File: config.mk
export PLATFORM = sky130hd
export DESIGN_NAME = emm_seq
export DESIGN_NICKNAME = d
export VERILOG_FILES = /design/src/hdl/emm_pkg.sv /design/src/hdl/emm_seq.sv
export SDC_FILE = /design/constraint.sdc
export NUM_CORES = 1
export LEC_CHECK = 0
export ABC_CLOCK_PERIOD_IN_PS = 7500
export BUFFER_PORTS_ARGS = -buffer_cell sky130_fd_sc_hd__buf_2
export CORE_ASPECT_RATIO = 0.8
export CORE_MARGIN = 2
export CORE_UTILIZATION = 56
export CTS_CLUSTER_SIZE = 8
export DETAILED_ROUTE_END_ITERATION = 6
export GPL_ROUTABILITY_DRIVEN = 0
export PLACE_DENSITY = 0.78
export SYNTH_ARGS = -nofsm -noshare
export SYNTH_HDL_FRONTEND = slang
export SYNTH_SLANG_ARGS = --single-unit
File: constraint.sdc
create_clock -name clk -period 7.5 [get_ports clk]
set_clock_uncertainty 0.05 [all_clocks]
set_input_delay 1.125 -clock clk [delete_from_list [all_inputs] [get_ports clk]]
set_output_delay 1.125 -clock clk [all_outputs]
set_load 0.005 [all_outputs]
File: src/hdl/emm_pkg.sv
// ----------------------------------------------------------------------------
// emm_pkg
// types, region map and codes of the emulated memory map
// ----------------------------------------------------------------------------
package emm_pkg;

  localparam int PROG_FLASH_BYTES = 2097152;
  localparam int EXT_FLASH_BYTES  = 4194304;
  localparam int RAM_BYTES        = 65536;
  localparam int STACK_SIZE       = 256;

  localparam int NUM_REGIONS = 6;

  localparam int FLASH_AW = $clog2(PROG_FLASH_BYTES);
  localparam int EXT_AW   = $clog2(EXT_FLASH_BYTES);
  localparam int RAM_AW   = $clog2(RAM_BYTES);
  localparam int STACK_AW = $clog2(STACK_SIZE);

  localparam int MAX_FLASH = (PROG_FLASH_BYTES > EXT_FLASH_BYTES) ?
                             PROG_FLASH_BYTES : EXT_FLASH_BYTES;
  localparam int MAX_DATA  = (RAM_BYTES > STACK_SIZE) ? RAM_BYTES : STACK_SIZE;
  localparam int MAX_LEN   = (MAX_FLASH > MAX_DATA) ? MAX_FLASH : MAX_DATA;
  localparam int OFF_W     = $clog2(MAX_LEN);

  localparam int CLR_COUNT = MAX_DATA;
  localparam int CLR_W     = $clog2(CLR_COUNT);

  localparam logic [1:0] CMD_READ    = 2'd0;
  localparam logic [1:0] CMD_WRITE   = 2'd1;
  localparam logic [1:0] CMD_PRELOAD = 2'd2;

  localparam logic [1:0] SIZE_BYTE = 2'd0;
  localparam logic [1:0] SIZE_HALF = 2'd1;

  localparam logic [2:0] REG_FLASH0   = 3'd0;
  localparam logic [2:0] REG_FLASH1   = 3'd1;
  localparam logic [2:0] REG_EXTFLASH = 3'd2;
  localparam logic [2:0] REG_CORE_RAM = 3'd3;
  localparam logic [2:0] REG_DATA_RAM = 3'd4;
  localparam logic [2:0] REG_STACK    = 3'd5;
  localparam logic [2:0] REG_NONE     = 3'd6;

  localparam logic [1:0] ERR_OK  = 2'd0;
  localparam logic [1:0] ERR_MAP = 2'd1;
  localparam logic [1:0] ERR_RO  = 2'd2;

  localparam logic [31:0] BASE_FLASH0   = 32'h8000_0000;
  localparam logic [31:0] BASE_FLASH1   = 32'h8080_0000;
  localparam logic [31:0] BASE_EXTFLASH = 32'h8400_0000;
  localparam logic [31:0] BASE_CORE_RAM = 32'hC000_0000;
  localparam logic [31:0] BASE_DATA_RAM = 32'hD000_0000;
  localparam logic [31:0] BASE_STACK    = 32'h0008_0000;

  localparam logic [31:0] REGION_BASE [NUM_REGIONS] = '{
    BASE_FLASH0, BASE_FLASH1, BASE_EXTFLASH,
    BASE_CORE_RAM, BASE_DATA_RAM, BASE_STACK
  };

  localparam logic [31:0] REGION_LAST [NUM_REGIONS] = '{
    32'(BASE_FLASH0   + 32'(PROG_FLASH_BYTES) - 32'd1),
    32'(BASE_FLASH1   + 32'(PROG_FLASH_BYTES) - 32'd1),
    32'(BASE_EXTFLASH + 32'(EXT_FLASH_BYTES)  - 32'd1),
    32'(BASE_CORE_RAM + 32'(RAM_BYTES)        - 32'd1),
    32'(BASE_DATA_RAM + 32'(RAM_BYTES)        - 32'd1),
    32'(BASE_STACK    + 32'(STACK_SIZE)       - 32'd1)
  };

  typedef struct packed {
    logic [1:0]  command;
    logic [1:0]  size_code;
    logic [31:0] address;
    logic [31:0] write_data;
  } in_item_t;

  typedef struct packed {
    logic [31:0] read_data;
    logic [2:0]  region_hit;
    logic [1:0]  error_code;
  } out_item_t;

  typedef struct packed {
    logic             en;
    logic             we;
    logic [2:0]       region;
    logic [OFF_W-1:0] off;
    logic [7:0]       wbyte;
  } mem_req_t;

endpackage

File: src/hdl/emm_seq.sv
// ----------------------------------------------------------------------------
// emm_seq
// access sequencer: region search, bounds check, byte loop, result register
// ----------------------------------------------------------------------------
module emm_seq
  import emm_pkg::*;
(
  input  logic       clk,
  input  logic       rst,
  input  logic       in_valid,
  output logic       in_ready,
  input  in_item_t   in_data,
  output logic       out_valid,
  input  logic       out_ready,
  output out_item_t  out_data,
  output mem_req_t   req,
  input  logic [7:0] rd_byte,
  input  logic       clr_busy
);

  localparam logic [2:0] S_IDLE   = 3'd0;
  localparam logic [2:0] S_DECODE = 3'd1;
  localparam logic [2:0] S_CHECK  = 3'd2;
  localparam logic [2:0] S_ACCESS = 3'd3;
  localparam logic [2:0] S_DRAIN  = 3'd4;
  localparam logic [2:0] S_DONE   = 3'd5;

  logic [2:0]       state;
  in_item_t         item;
  logic [2:0]       r;
  logic [2:0]       region;
  logic [OFF_W-1:0] cur_off;
  logic [1:0]       idx;
  logic [1:0]       last_idx;
  logic [31:0]      rdata;
  logic [1:0]       err;
  logic             rd_pend;
  logic [1:0]       rd_lane;
  logic             is_write;
  logic [32:0]      end_addr;
  logic             hit;

  assign in_ready = (state == S_IDLE) && !clr_busy;
  assign is_write = (item.command == CMD_WRITE) || (item.command == CMD_PRELOAD);
  assign hit      = (item.address >= REGION_BASE[r]) && (item.address <= REGION_LAST[r]);
  assign end_addr = {1'b0, item.address} + 33'(last_idx);

  always_comb begin
    req.en     = (state == S_ACCESS);
    req.we     = is_write;
    req.region = region;
    req.off    = cur_off;
    req.wbyte  = item.write_data[{idx, 3'b000} +: 8];
  end

  always_ff @(posedge clk) begin
    if (rst) begin
      state     <= S_IDLE;
      out_valid <= 1'b0;
      rd_pend   <= 1'b0;
    end else begin
      if ((state == S_DONE) && (!out_valid || out_ready)) begin
        out_valid <= 1'b1;
      end else if (out_valid && out_ready) begin
        out_valid <= 1'b0;
      end
      rd_pend <= (state == S_ACCESS) && !is_write;
      case (state)
        S_IDLE: begin
          if (in_valid && in_ready) begin
            state <= S_DECODE;
          end
        end
        S_DECODE: begin
          if (hit) begin
            state <= S_CHECK;
          end else if (r == REG_STACK) begin
            state <= S_DONE;
          end
        end
        S_CHECK: begin
          if (end_addr > {1'b0, REGION_LAST[region]}) begin
            state <= S_DONE;
          end else if ((item.command == CMD_WRITE) && (region <= REG_EXTFLASH)) begin
            state <= S_DONE;
          end else begin
            state <= S_ACCESS;
          end
        end
        S_ACCESS: begin
          if (idx == last_idx) begin
            state <= S_DRAIN;
          end
        end
        S_DRAIN: begin
          state <= S_DONE;
        end
        S_DONE: begin
          if (!out_valid || out_ready) begin
            state <= S_IDLE;
          end
        end
        default: begin
          state <= S_IDLE;
        end
      endcase
    end
  end

  always_ff @(posedge clk) begin
    if (rd_pend) begin
      rdata[{rd_lane, 3'b000} +: 8] <= rd_byte;
    end
    rd_lane <= idx;
    case (state)
      S_IDLE: begin
        item <= in_data;
        r    <= REG_FLASH0;
        case (in_data.size_code)
          SIZE_BYTE: last_idx <= 2'd0;
          SIZE_HALF: last_idx <= 2'd1;
          default:   last_idx <= 2'd3;
        endcase
      end
      S_DECODE: begin
        if (hit) begin
          region  <= r;
          cur_off <= OFF_W'(item.address - REGION_BASE[r]);
        end else if (r == REG_STACK) begin
          region <= REG_NONE;
          err    <= ERR_MAP;
          rdata  <= '0;
        end else begin
          r <= 3'(r + 3'd1);
        end
      end
      S_CHECK: begin
        rdata <= '0;
        idx   <= '0;
        if (end_addr > {1'b0, REGION_LAST[region]}) begin
          err <= ERR_MAP;
        end else if ((item.command == CMD_WRITE) && (region <= REG_EXTFLASH)) begin
          err <= ERR_RO;
        end else begin
          err <= ERR_OK;
        end
      end
      S_ACCESS: begin
        idx     <= 2'(idx + 2'd1);
        cur_off <= OFF_W'(cur_off + 1'b1);
      end
      S_DONE: begin
        if (!out_valid || out_ready) begin
          out_data.read_data  <= rdata;
          out_data.region_hit <= region;
          out_data.error_code <= err;
        end
      end
      default: begin
      end
    endcase
  end

endmodule

## Yosys cells after proc, flatten, opt, wreduce, memory -nomap -nowiden

Memory sizes are Yosys's and may differ from the RTL's.
Cells that the tools add are included.

| word-level totals | value |
|---|---|
| flip-flop bits (word level) | 176 |
| bits in latches | 0 |
| bits in writable memories | 0 |
| bits in read-only memories | 768 |
| input bits | 81 |
| output and inout port bits | 74 |
| logic and storage cells | 116 |
| memories | 3 |

Memory list:

| memory | words | bits a word | read ports | clocked after Yosys merged registers in | write ports | line | RTL |
|---|---|---|---|---|---|---|---|
| (no name shown) | 8 | 32 | 1 | 0 | 0 | emm_seq.sv:140 | `if (end_addr > {1'b0, REGION_LAST[region]}) begin` |
| (no name shown) | 8 | 32 | 1 | 0 | 0 | emm_seq.sv:128 | `cur_off <= OFF_W'(item.address - REGION_BASE[r]);` |
| (no name shown) | 8 | 32 | 1 | 0 | 0 | emm_seq.sv:45 | `assign hit = (item.address >= REGION_BASE[r]) && (item.address <= REGION_LAST[r]);` |

| operators by class | value |
|---|---|
| add/sub/neg operators | 6 |
| $mul | 0 |
| divide/modulo/power cells | 0 |
| order comparisons | 6 |
| equal/unequal tests | 18 |
| shifts and indexed selects | 3 |
| muxes and demuxes | 35 |
| bitwise gates (word level) | 2 |
| reduce and logical (&&, ||, !) cells | 26 |

Operators with widths:

| operator | number |
|---|---|
| $mux 32 | 9 |
| $pmux 32 s2 | 1 |
| $pmux 22 s2 | 1 |
| $add 32x2->33 | 1 |
| $gt 33x32->1 | 1 |
| $mux 3 | 11 |
| $bwmux 32 | 1 |
| $ge 32x32->1 | 1 |
| $le 32x32->1 | 1 |
| $shift 8x7->32 const A | 1 |
| $shiftx 32x6->8 | 1 |
| $shiftx 8x7->32 | 1 |
| $add 22x1->22 const B | 1 |
| $mux 22 | 1 |
| $sub 22x22->22 | 1 |
| $pmux 3 s6 | 1 |
| $pmux 2 s2 | 3 |
| $reduce_bool 2->1 | 6 |
| $eq 3x3->1 const B | 3 |
| $ge 4x4->1 const B | 2 |
| $mux 2 | 4 |
| $ne 2x2->1 const B | 4 |
| $not 3->4 | 2 |
| $logic_and 1x1->1 | 7 |
| 20 further kinds | 31 |

## Depth between registers and ports, before layout

| depth | value |
|---|---|
| depth after elaboration | 8 |
| depth in mapped cells | 15 |
| depth with buffers taken out | 15 |

## Least setup slack after synthesis

Ideal clock, no wire load.

| path | value |
|---|---|
| kind | register to register |
| start | register state[0] |
| end | register item[0] (netlist name) (enable) |
| library setup time | 0.578 ns |
| data arrival time | 5.234 ns |
| required time | 6.872 ns |
| setup slack | 1.638 ns |
| cell stages (with the launch flop) | 3 |
| path buffers | 1 |
| clock period less this slack | 5.862 ns |
| path through | dfxtp_1 -> clkbuf_1 -> nor3_1 |

| on the way | value |
|---|---|
| cells in the longest elaborated chain, start to end | 1 |

Ends and longest elaborated chain:

| what | line | RTL |
|---|---|---|
| from (decl) | emm_seq.sv:28 | `logic [2:0] state;` |
| from (signal assigned) | emm_seq.sv:58 | `state <= S_IDLE;` |
| from (signal assigned) | emm_seq.sv:71 | `state <= S_DECODE;` |
| from (signal assigned) | emm_seq.sv:76 | `state <= S_CHECK;` |
| $logic_not 3->1 | emm_seq.sv:115 | `case (state)` |
| to (signal assigned) | emm_seq.sv:117 | `item <= in_data;` |
| to (decl) | emm_seq.sv:29 | `in_item_t item;` |

Every way passes these cells.
A chain may end at the register's enable or synchronous reset.

## Worst setup path after layout

| path | value |
|---|---|
| start | register r[0] |
| end | register cur_off[19] (enable) |

| on the way | value |
|---|---|
| cells in the longest elaborated chain, start to end | 8 |
| elaborated cells on any way between the ends | 12 |
| classes of those cells | order compare (2); eq/ne (1); mux (4); bitwise (1); reduce/logical (2); memory (2) |

Ends and longest elaborated chain:

| what | line | RTL |
|---|---|---|
| from (decl) | emm_seq.sv:30 | `logic [2:0] r;` |
| from (signal assigned) | emm_seq.sv:134 | `r <= 3'(r + 3'd1);` |
| $not 3->4 (not written as such) * | emm_seq.sv:45 |  |
| $mem_v2 8x32, on equally long branches | - |  |
| $mux 32, on equally long branches (2 in series) | - |  |
| $ge 32x32->1 or $le 32x32->1 (tied branches) | emm_seq.sv:45 |  |
| $logic_and 1x1->1 * | emm_seq.sv:45 |  |
| $ne 2x2->1 (no line) * | - |  |
| $reduce_and 2->1 (no line) * | - |  |
| to (signal assigned) | emm_seq.sv:128 |  |
| to (signal assigned) | emm_seq.sv:150 | `cur_off <= OFF_W'(cur_off + 1'b1);` |
| to (decl) | emm_seq.sv:32 | `logic [OFF_W-1:0] cur_off;` |

Mark *: on every way between the ends. The rest lies on a longest branch, timed or not. The select of a mux whose other input is x is not followed.

==> run metrics <==
unrepaired setup endpoints after global routing=no; die boundary height=114.7 um; layout cells sized above 1=27.59%; biggest fanout along the worst timing path=22; capturing element of the worst setup path=cur_off[19]; drt first-iter violations=445; portion of total power attributed to combinational logic=9.1%; predominant post-synthesis flop cell=sky130_fd_sc_hd__edfxtp_1; critical path startpoint category=register; Yosys reg bits=176; HPWL after detailed placement=14,080 um; commonest cells after routing, fill and taps aside=sky130_fd_sc_hd__buf_2 (154), sky130_fd_sc_hd__edfxtp_1 (137), sky130_fd_sc_hd__nand2_1 (55), sky130_fd_sc_hd__ha_1 (53), sky130_fd_sc_hd__dfxtp_1 (39); final wirelength=19,340 um; static leakage=3.962 nW; most common cell after layout, fill and taps aside=sky130_fd_sc_hd__buf_2; Cell Rows=40; sequential fraction of the synthesis area=57.08%; Worst setup EP type=register; number of filler instances in the final layout=1,099; setup slack at placement=3.050 ns; sequential share of power=51.7%; CTS max path bufs=2; global-route wire length before repair=30,580 um; via-per-instance ratio=5.898; number of synthesized flops with an enable pin=137; switching power total=0.5808 mW; proportion of power drawn by the clock network=39.2%; Cell Pwr Density=223.1 mW/mm^2; worst rel slew slack=19.38%; final count of hold timing violations=0; VDD IR-drop max=0.1610 mV; average footprint of a synthesized cell=12.20 um^2; worst flop-to-flop path endpoint=cur_off[19]; Switching Fraction=25.78%; floorplan die area=0.01633 mm^2; number of max-cap violations=0; r2r setup slk=3.05 ns; post-layout min period=4.450 ns; DRT Pass-1 Iters=4; data arrival time of the critical path=4.44 ns; Post-DP Area=0.009509 mm^2; crit path launch=r[0]; initial standard-cell utilization of the core=57.12%; io pins=155; Max Clock Freq=224.7 MHz; insertion delay to the later sink of the worst-skew pair=0.44 ns; required time of the critical path=7.49 ns; antenna-violating nets left=0; Net count, final=992; global routing usage summed across all routing layers=24.35%; overall overflow remaining after global route=0; final instance area=0.01010 mm^2; clock-pin slew of the registers on the worst-case setup and hold paths=0.07 ns; clock tree from TritonCTS=yes; number of port buffers=154; CTS Hold Buffers Added=0; run status=completed; total number of vias=6,246; area of the mapped netlist=0.008576 mm^2; cells resized by post-CTS repair=0; number of global-route vias before repair=6,118; warning count from the yosys run=0; setup tns final=0 ns; transition time at the pin with the least slew margin=1.205 ns; post-route fraction of the period consumed by the critical path=59.33%; Reg2Reg Depth=11; placeable core area=0.01501 mm^2; Post-CTS Setup Repair Bufs=0; number of distinct library cells after synthesis=60; Area Growth Syn to Fin=17.78%; maximum number of pins on one net before global-route repair=69; PnR worst setup slack=3.050 ns; Core Util, Final=67.27%; critical path class=register to register; total clock buffers created by CTS=17; antenna diode count=0; average detailed-routed wire length per instance=18.26 um; Chip Width=142.4 um; endpoints failing setup=0; Syn Nets=838; class of the most critical hold timing path=register to register; number of clock sinks=176; number of instances in the synthesized netlist=703; async set-or-reset flop fraction in the synthesized netlist=0%; P_int=1.672 mW; # H-tree levels=4; number of remaining DRC errors=0; critical register-to-register path startpoint=r[0]; Pins Over Slew Limit=0; clock root buffer=sky130_fd_sc_hd__clkbuf_16; antenna violations before repair=0
## cell type report
type	count	area, um^2	area share (%)
Timing Repair Buffer	160	815.8	8.076
Multi-Input combinational cell	481	3483	34.49
Inverter	21	78.83	0.7804
Tap cell	189	236.5	2.341
Sequential cell	176	4895	48.46
Clock buffer	18	429.2	4.249
Clock inverter	14	162.7	1.610
## sequential cells by signal, summed over array words and instances (netlist names), 2 cells and up
signal and flops:
idx 2, rdata 32, item 66, region 3, rd_lane 2, last_idx 2
cur_off 22, err 2, r 3, state 3, out_data 37
## layer usage
metal	wire length, um	GRT usage (%)	vias up
li1	-	-	2965
met2	9266	38.90	282
met3	1418	5.353	23
met4	197	7.525	0
met1	8457	33.71	2976
met5	0	0	-
## metrics by stage
| step | hold slack, ns | std cells | power [mW] |
|---|---|---|---|
| global route | 0.3975 | 1059 | 2.337 |
| floorplan | 0.2962 | 703 | 1.307 |
| CTS | 0.3791 | 1059 | 2.264 |
| finish | 0.3787 | 1059 | 2.253 |
| global placement | 0.3534 | 1027 | 1.369 |
| detailed placement | 0.3588 | 1027 | 1.387 |
## logic make-up (layout without fill, tap and decap cells)
kind of cell    count (synthesis)  in the layout  share of synthesized area [%]
compound gates                117            117                          9.235
xor+xnor                       47             47                          4.800
fa+ha+maj                      54             54                          7.966
buf+inv                        46            213                          2.451
flops                         176            176                          57.08
mux                            11             11                          2.466
simple gates                  252            252                          16.01
## worst max-delay path: stages, from the launching register on
cell and delay, ns:
sky130_fd_sc_hd__edfxtp_1 0.46, sky130_fd_sc_hd__ha_1 0.25, sky130_fd_sc_hd__a21boi_0 0.25, sky130_fd_sc_hd__inv_1 0.07, sky130_fd_sc_hd__ha_1 0.28, sky130_fd_sc_hd__nand3_1 0.07
sky130_fd_sc_hd__or3_1 0.37, sky130_fd_sc_hd__or2_1 0.26, sky130_fd_sc_hd__or4_4 0.53, sky130_fd_sc_hd__a2111oi_4 0.66, sky130_fd_sc_hd__nand2_1 0.11, sky130_fd_sc_hd__nand2_1 0.69
## worst min-delay path by stage
stage | from | to | slack [ns] | cells after the start
floorplan | idx[1] | rd_lane[1] | 0.30 | 0
global placement | err[0] | out_data[0] | 0.35 | 0
detailed placement | err[1] | out_data[1] | 0.36 | 0
CTS | err[1] | out_data[1] | 0.38 | 0
global route | err[1] | out_data[1] | 0.40 | 0
finish | err[1] | out_data[1] | 0.38 | 0
## synth_stat cells, types with 3 or more instances
cell type	count	area, um^2
sky130_fd_sc_hd__nand4_1	23	143.9
sky130_fd_sc_hd__xor2_1	23	201.4
sky130_fd_sc_hd__edfxtp_1	137	4114
sky130_fd_sc_hd__o21ai_0	29	145.1
sky130_fd_sc_hd__nand3_1	28	140.1
sky130_fd_sc_hd__buf_2	3	15.01
sky130_fd_sc_hd__a22oi_1	33	247.7
sky130_fd_sc_hd__nor2_2	29	181.4
sky130_fd_sc_hd__mux4_2	8	180.2
sky130_fd_sc_hd__nand2_1	55	206.5
sky130_fd_sc_hd__nand2b_1	6	37.54
sky130_fd_sc_hd__nor3b_1	3	22.52
sky130_fd_sc_hd__or4_1	3	22.52
sky130_fd_sc_hd__nor2_1	37	138.9
sky130_fd_sc_hd__nor4_1	7	43.79
sky130_fd_sc_hd__or2_2	3	18.77
sky130_fd_sc_hd__ha_1	53	663.1
sky130_fd_sc_hd__and4_1	8	70.07
sky130_fd_sc_hd__buf_6	4	45.04
sky130_fd_sc_hd__dfxtp_1	39	780.8
sky130_fd_sc_hd__or3_1	5	31.28
sky130_fd_sc_hd__and2_1	3	18.77
sky130_fd_sc_hd__nor4b_1	6	52.55
sky130_fd_sc_hd__nor2b_1	6	37.54
sky130_fd_sc_hd__o211ai_1	3	22.52
sky130_fd_sc_hd__a31oi_1	7	43.79
sky130_fd_sc_hd__clkbuf_1	15	56.30
sky130_fd_sc_hd__a21o_1	11	82.58
sky130_fd_sc_hd__inv_1	21	78.83
sky130_fd_sc_hd__nor3_1	10	50.05
sky130_fd_sc_hd__and3_1	9	56.30
sky130_fd_sc_hd__a21oi_1	17	85.08
sky130_fd_sc_hd__xnor2_1	24	210.2
## power by group through the flow
stage | Clock [mW] | Sequential [mW] | Combinational [mW]
floorplan | 0 | 1.15 | 0.152
detailed placement | 0 | 1.18 | 0.204
global placement | 0 | 1.18 | 0.190
CTS | 0.897 | 1.16 | 0.206
global route | 0.935 | 1.17 | 0.233
finish | 0.883 | 1.16 | 0.206
(Power assumes the default switching activity.)
